--- config.mk ---
export PLATFORM = sky130hd
export DESIGN_NAME = sac_ctrl
export DESIGN_NICKNAME = d
export VERILOG_FILES = /design/src/hdl/set_assoc_lru_cache_tags_macros.svh /design/src/hdl/sac_pkg.sv /design/src/hdl/sac_ctrl.sv
export SDC_FILE = /design/constraint.sdc
export NUM_CORES = 1
export LEC_CHECK = 0
export ABC_AREA = 1
export BUFFER_PORTS_ARGS = -buffer_cell sky130_fd_sc_hd__buf_2
export CORE_AREA = 2 2 39 41
export CTS_CLUSTER_DIAMETER = 100
export DETAILED_ROUTE_END_ITERATION = 16
export DIE_AREA = 0 0 41 43
export PLACE_DENSITY = 0.39
export SYNTH_ARGS = -nofsm -noshare
export SYNTH_HDL_FRONTEND = slang
export SYNTH_SLANG_ARGS = --single-unit
--- constraint.sdc ---
create_clock -name clk -period 1.06 [get_ports clk]
set_input_delay 0.159 -clock clk [delete_from_list [all_inputs] [get_ports clk]]
set_output_delay 0.159 -clock clk [all_outputs]
set_load 0.01 [all_outputs]
--- src/hdl/set_assoc_lru_cache_tags_macros.svh ---
// ----------------------------------------------------------------------------
// Assertion macros for the cache tag block
// Immediate-implication and next-cycle-implication checks on clk and rst_n.
// ----------------------------------------------------------------------------
`ifndef SET_ASSOC_LRU_CACHE_TAGS_MACROS_SVH
`define SET_ASSOC_LRU_CACHE_TAGS_MACROS_SVH

`define SAC_ASSERT_IMP(lbl, ante, cons, msg) \
  lbl: assert property (@(posedge clk) disable iff (!rst_n) (ante) |-> (cons)) \
    else $error(msg);

`define SAC_ASSERT_NXT(lbl, ante, cons, msg) \
  lbl: assert property (@(posedge clk) disable iff (!rst_n) (ante) |=> (cons)) \
    else $error(msg);

`endif

--- src/hdl/sac_pkg.sv ---
// ----------------------------------------------------------------------------
// Cache tag package
// Shared constants, codes and controller/datapath command and status types.
// ----------------------------------------------------------------------------
`default_nettype none

package sac_pkg;

  localparam int unsigned DEF_MAX_WAYS     = 8;
  localparam int unsigned DEF_MAX_SET_BITS = 10;
  localparam int unsigned WORD_BYTES       = 4;
  localparam int unsigned WORD_SHIFT       = $clog2(WORD_BYTES);
  localparam int unsigned MIN_OFFSET_BITS  = 2;
  localparam int unsigned MAX_OFFSET_BITS  = 8;

  localparam int unsigned ADDR_W     = 32;
  localparam int unsigned KIND_W     = 2;
  localparam int unsigned FETCH_W    = 7;
  localparam int unsigned MEMW_W     = 21;
  localparam int unsigned CFG_IDX_W  = 3;
  localparam int unsigned CFG_DATA_W = 4;

  localparam logic [ADDR_W-1:0] ADDR_ONES = 32'hFFFF_FFFF;

  typedef enum logic [KIND_W-1:0] {
    KIND_DLOAD  = 2'd0,
    KIND_DSTORE = 2'd1,
    KIND_ILOAD  = 2'd2,
    KIND_FLUSH  = 2'd3
  } kind_t;

  typedef enum logic [CFG_IDX_W-1:0] {
    CFG_SPLIT_MODE  = 3'd0,
    CFG_WRITE_BACK  = 3'd1,
    CFG_WRITE_ALLOC = 3'd2,
    CFG_WAYS        = 3'd3,
    CFG_OFFSET      = 3'd4,
    CFG_FIRST_SETS  = 3'd5,
    CFG_SECOND_SETS = 3'd6
  } cfg_idx_t;

  typedef struct packed {
    logic clear;
    logic accept;
    logic finish;
    logic flush_step;
    logic load_flush;
  } sac_cmd_t;

  typedef struct packed {
    logic clr_last;
    logic in_flush;
    logic flush_done;
  } sac_stat_t;

endpackage

`default_nettype wire

--- src/hdl/sac_ctrl.sv ---
// ----------------------------------------------------------------------------
// Cache tag controller
// Sequences the clearing pass, single accesses and flush walks.
// ----------------------------------------------------------------------------
`default_nettype none

module sac_ctrl
  import sac_pkg::*;
(
  input  wire logic      clk,
  input  wire logic      rst_n,
  input  wire logic      in_valid,
  output logic           in_ready,
  output logic           out_valid,
  input  wire logic      out_ready,
  input  wire sac_stat_t stat,
  output sac_cmd_t       cmd
);

  typedef enum logic [1:0] {
    ST_CLEAR,
    ST_IDLE,
    ST_ACCESS,
    ST_FLUSH
  } state_t;

  state_t state_r, state_nxt;
  logic   out_valid_r, out_valid_nxt;
  logic   out_free;

  always_comb begin
    out_free       = !out_valid_r || out_ready;
    in_ready       = (state_r == ST_IDLE);
    cmd.clear      = (state_r == ST_CLEAR);
    cmd.accept     = in_ready && in_valid;
    cmd.finish     = (state_r == ST_ACCESS) && out_free;
    cmd.flush_step = (state_r == ST_FLUSH);
    cmd.load_flush = (state_r == ST_FLUSH) && stat.flush_done && out_free;
    out_valid      = out_valid_r;

    state_nxt = state_r;
    unique case (state_r)
      ST_CLEAR: begin
        if (stat.clr_last) begin
          state_nxt = ST_IDLE;
        end
      end
      ST_IDLE: begin
        if (cmd.accept) begin
          state_nxt = stat.in_flush ? ST_FLUSH : ST_ACCESS;
        end
      end
      ST_ACCESS: begin
        if (cmd.finish) begin
          state_nxt = ST_IDLE;
        end
      end
      ST_FLUSH: begin
        if (cmd.load_flush) begin
          state_nxt = ST_IDLE;
        end
      end
      default: state_nxt = ST_CLEAR;
    endcase

    if (cmd.finish || cmd.load_flush) begin
      out_valid_nxt = 1'b1;
    end else if (out_ready) begin
      out_valid_nxt = 1'b0;
    end else begin
      out_valid_nxt = out_valid_r;
    end
  end

  always_ff @(posedge clk) begin
    if (!rst_n) begin
      state_r     <= ST_CLEAR;
      out_valid_r <= 1'b0;
    end else begin
      state_r     <= state_nxt;
      out_valid_r <= out_valid_nxt;
    end
  end

endmodule

`default_nettype wire

==> flow_summary.yaml <==
outcome:
  outcome: "finished, violations left"
  violations: "setup timing"
synth:
  synth_cell_types: 10
  synth.area.top_cells: "dfxtp_1 32%, inv_1 20%, nand2_1 14%"
  yosysMostFrequentCell: "inv_1"
  yosysTopAreaCellShare_pct: 31.6
  yosysTopAreaCell: "dfxtp_1"
  syn_avg_cell_area_um2: 5.94
  synth_edf_count: 0
  synth-seq-area-share_pct: 31.6
  synthArstFlopShare_pct: 0
  netlist_instances: 32
  postSynthNetCount: 39
  synth_warnings: 0
  yosys-top-cells-count: "10 x inv_1, 7 x nand2_1, 4 x nor2_1"
  synth_seq_cells: 3
  netlist_area_um2: 190
  synth_top_flop_cell: "dfxtp_1"
floorplanning:
  dieHeight_um: 43
  die_area_um2: 1760
  boundaryPins: 14
  rows: 14
  fp.dieW_um: 41
  core_um2: 1380
  initial_core_util_pct: 13.7
global_route:
  antenna_found_initial: 0
  overflow: 0
  grt_pass1_vias: 261
  track_usage_pct: 7.62
  grt_start_max_net_pins: 6
  grt_pass1_wl_um: 848
route:
  vias_per_cell: 3.83
  final_antenna_net_count: 0
  routedWlPerCell_um: 7.94
  first_iter_violations: 0
  drc_errors: 0
  vias: 276
  wirelength_um: 572
  dr.pass1.iters: 1
placed_design:
  placed_area_um2: 275
  gp_congestion: 0.607
  pre_cts_ws_ns: 0.0649
  port_buffers: 13
final_layout:
  final_layout_size_suffix_gt1_share_pct: 57.1
  nNetsFinal: 64
  area_growth_pct: 104
  design_area_um2: 388
  n_antenna_cell: 0
clock_tree:
  cts.path.max_buffers: 2
  cts.sinks: 3
  numCtsBuffers: 3
  clk_latency_ns: 0.23
  clk_pin_slew_ns: 0.03
  cts_root_buffer: "clkbuf_4"
  cts_tree: "yes"
  postCtsHoldBufs: 0
  htreeDepth: 1
timing:
  slew_headroom_pct: 90.3
  maxSlewViolCount: 0
  fmax_mhz: 894
  rsz0062_at_grt: "true"
  worst_slew_pin_slew_ns: 0.145
  hold_viol_final: 0
  fin_ws_ns: -0.0580
  whs_ns: 0.150
  setup_viol: 5
  clock_skew_ns: 0.000149
  period_share_pct: 105
  final.min_clock_period_ns: 1.12
critical_path:
  cp.arrival_ns: 0.96
  crit_type: "reg -> out"
  cp-start-kind: "flip-flop"
  path_max_fanout: 5
  worstPathRequired_ns: 0.90
  cp-end-kind: "output pin"
run:
  max_cap_violations: 0
power_and_ir_drop:
  ir_drop_v: 0.000545
  cellPowerDensity_nw_per_um2: 1090
  leakage_uw: 0.000243
hold_path:
  hold_path_class: "in -> reg"
-- layout by cell type (no fill, tap or decap) --
cell type,n
o211ai_1,1
nand3_1,2
clkbuf_4,3
nand2_1,4
nor2_4,2
inv_4,1
buf_6,1
buf_4,7
nand4_1,1
inv_2,1
nand3b_1,1
o21bai_1,1
clkbuf_1,1
dfxtp_4,2
buf_2,12
nor2_1,4
dfxtp_1,1
nand2_2,3
inv_1,8
-- where the power goes --
part	internal [µW]	switching [µW]
Sequential	120	9.12
Combinational	51.5	47.6
Clock	141	53.8
-- per-stage QoR --
step | instances | power (µW) | setup TNS (ns) | utilization, %
final | 72 | 422 | -0.202 | 28.0
after floorplan | 32 | 165 | 0 | -
after CTS | 71 | 424 | -0.321 | 26.3
after global routing | 72 | 459 | -0.518 | 28.0
after detailed placement | 61 | 198 | 0 | 19.9
after global placement | 61 | 197 | 0 | 19.9
-- state kept, by name, summed over array words and instances, names as in the netlist --
signal,flops
out_valid,1
state_r,2
-- critical path, cell delays in order, from the launching register on --
cell     delay (ns)
dfxtp_4        0.37
nand2_2        0.06
inv_2          0.05
nand2_2        0.05
nor2_1         0.07
buf_2          0.13
-- timing repair --
action / 4_1_cts / 5_1_grt
endpoints found under the setup margin: 5 / 6
gates resized for setup: 9 / 4
pin swaps: 5 / 6
buffers inserted: 6 / 1
-- path summary, 6_finish.rpt --
check	endpoint	slack (ns)	startpoint	depth (start not counted)
hold reg to reg	state_r[0]$_SDFFE_PN0P_	0.64	state_r[1]$_SDFFE_PN0P_	3
setup / recovery	cmd[0]	-0.06	state_r[1]$_SDFFE_PN0P_	5
hold / removal	state_r[1]$_SDFFE_PN0P_	0.15	rst_n	3
setup reg to reg	out_valid$_SDFFE_PN0P_	-0.04	state_r[1]$_SDFFE_PN0P_	9
-- per-layer routing --
layer / GRT usage, % / vias up / wire, µm
met3: 3.14 / 0 / 37
met2: 13.1 / 5 / 327
met4: 6.00 / 0 / 0
met1: 6.07 / 127 / 207
met5: 0 / - / 0
li1: - / 144 / -
-- logic make-up (layout without fill, tap and decap cells) --
group	Yosys count	count (layout)	synth area share, %
AND/OR/NAND/NOR	17	17	40.8
buffers and inverters	10	34	19.7
flip-flops	3	3	31.6
AO/OA/AOI/OAI	2	2	7.90
-- final cells by class --
cell class	instances	area, µm²
Inverter	10	40.0
Tap cell	16	20.0
Multi-Input combinational cell	19	110
Clock buffer	4	26.3
Fill cell	168	996
Sequential cell	3	67.6
Timing Repair Buffer	20	124
No activity file was read; power rests on OpenSTA's default activity.
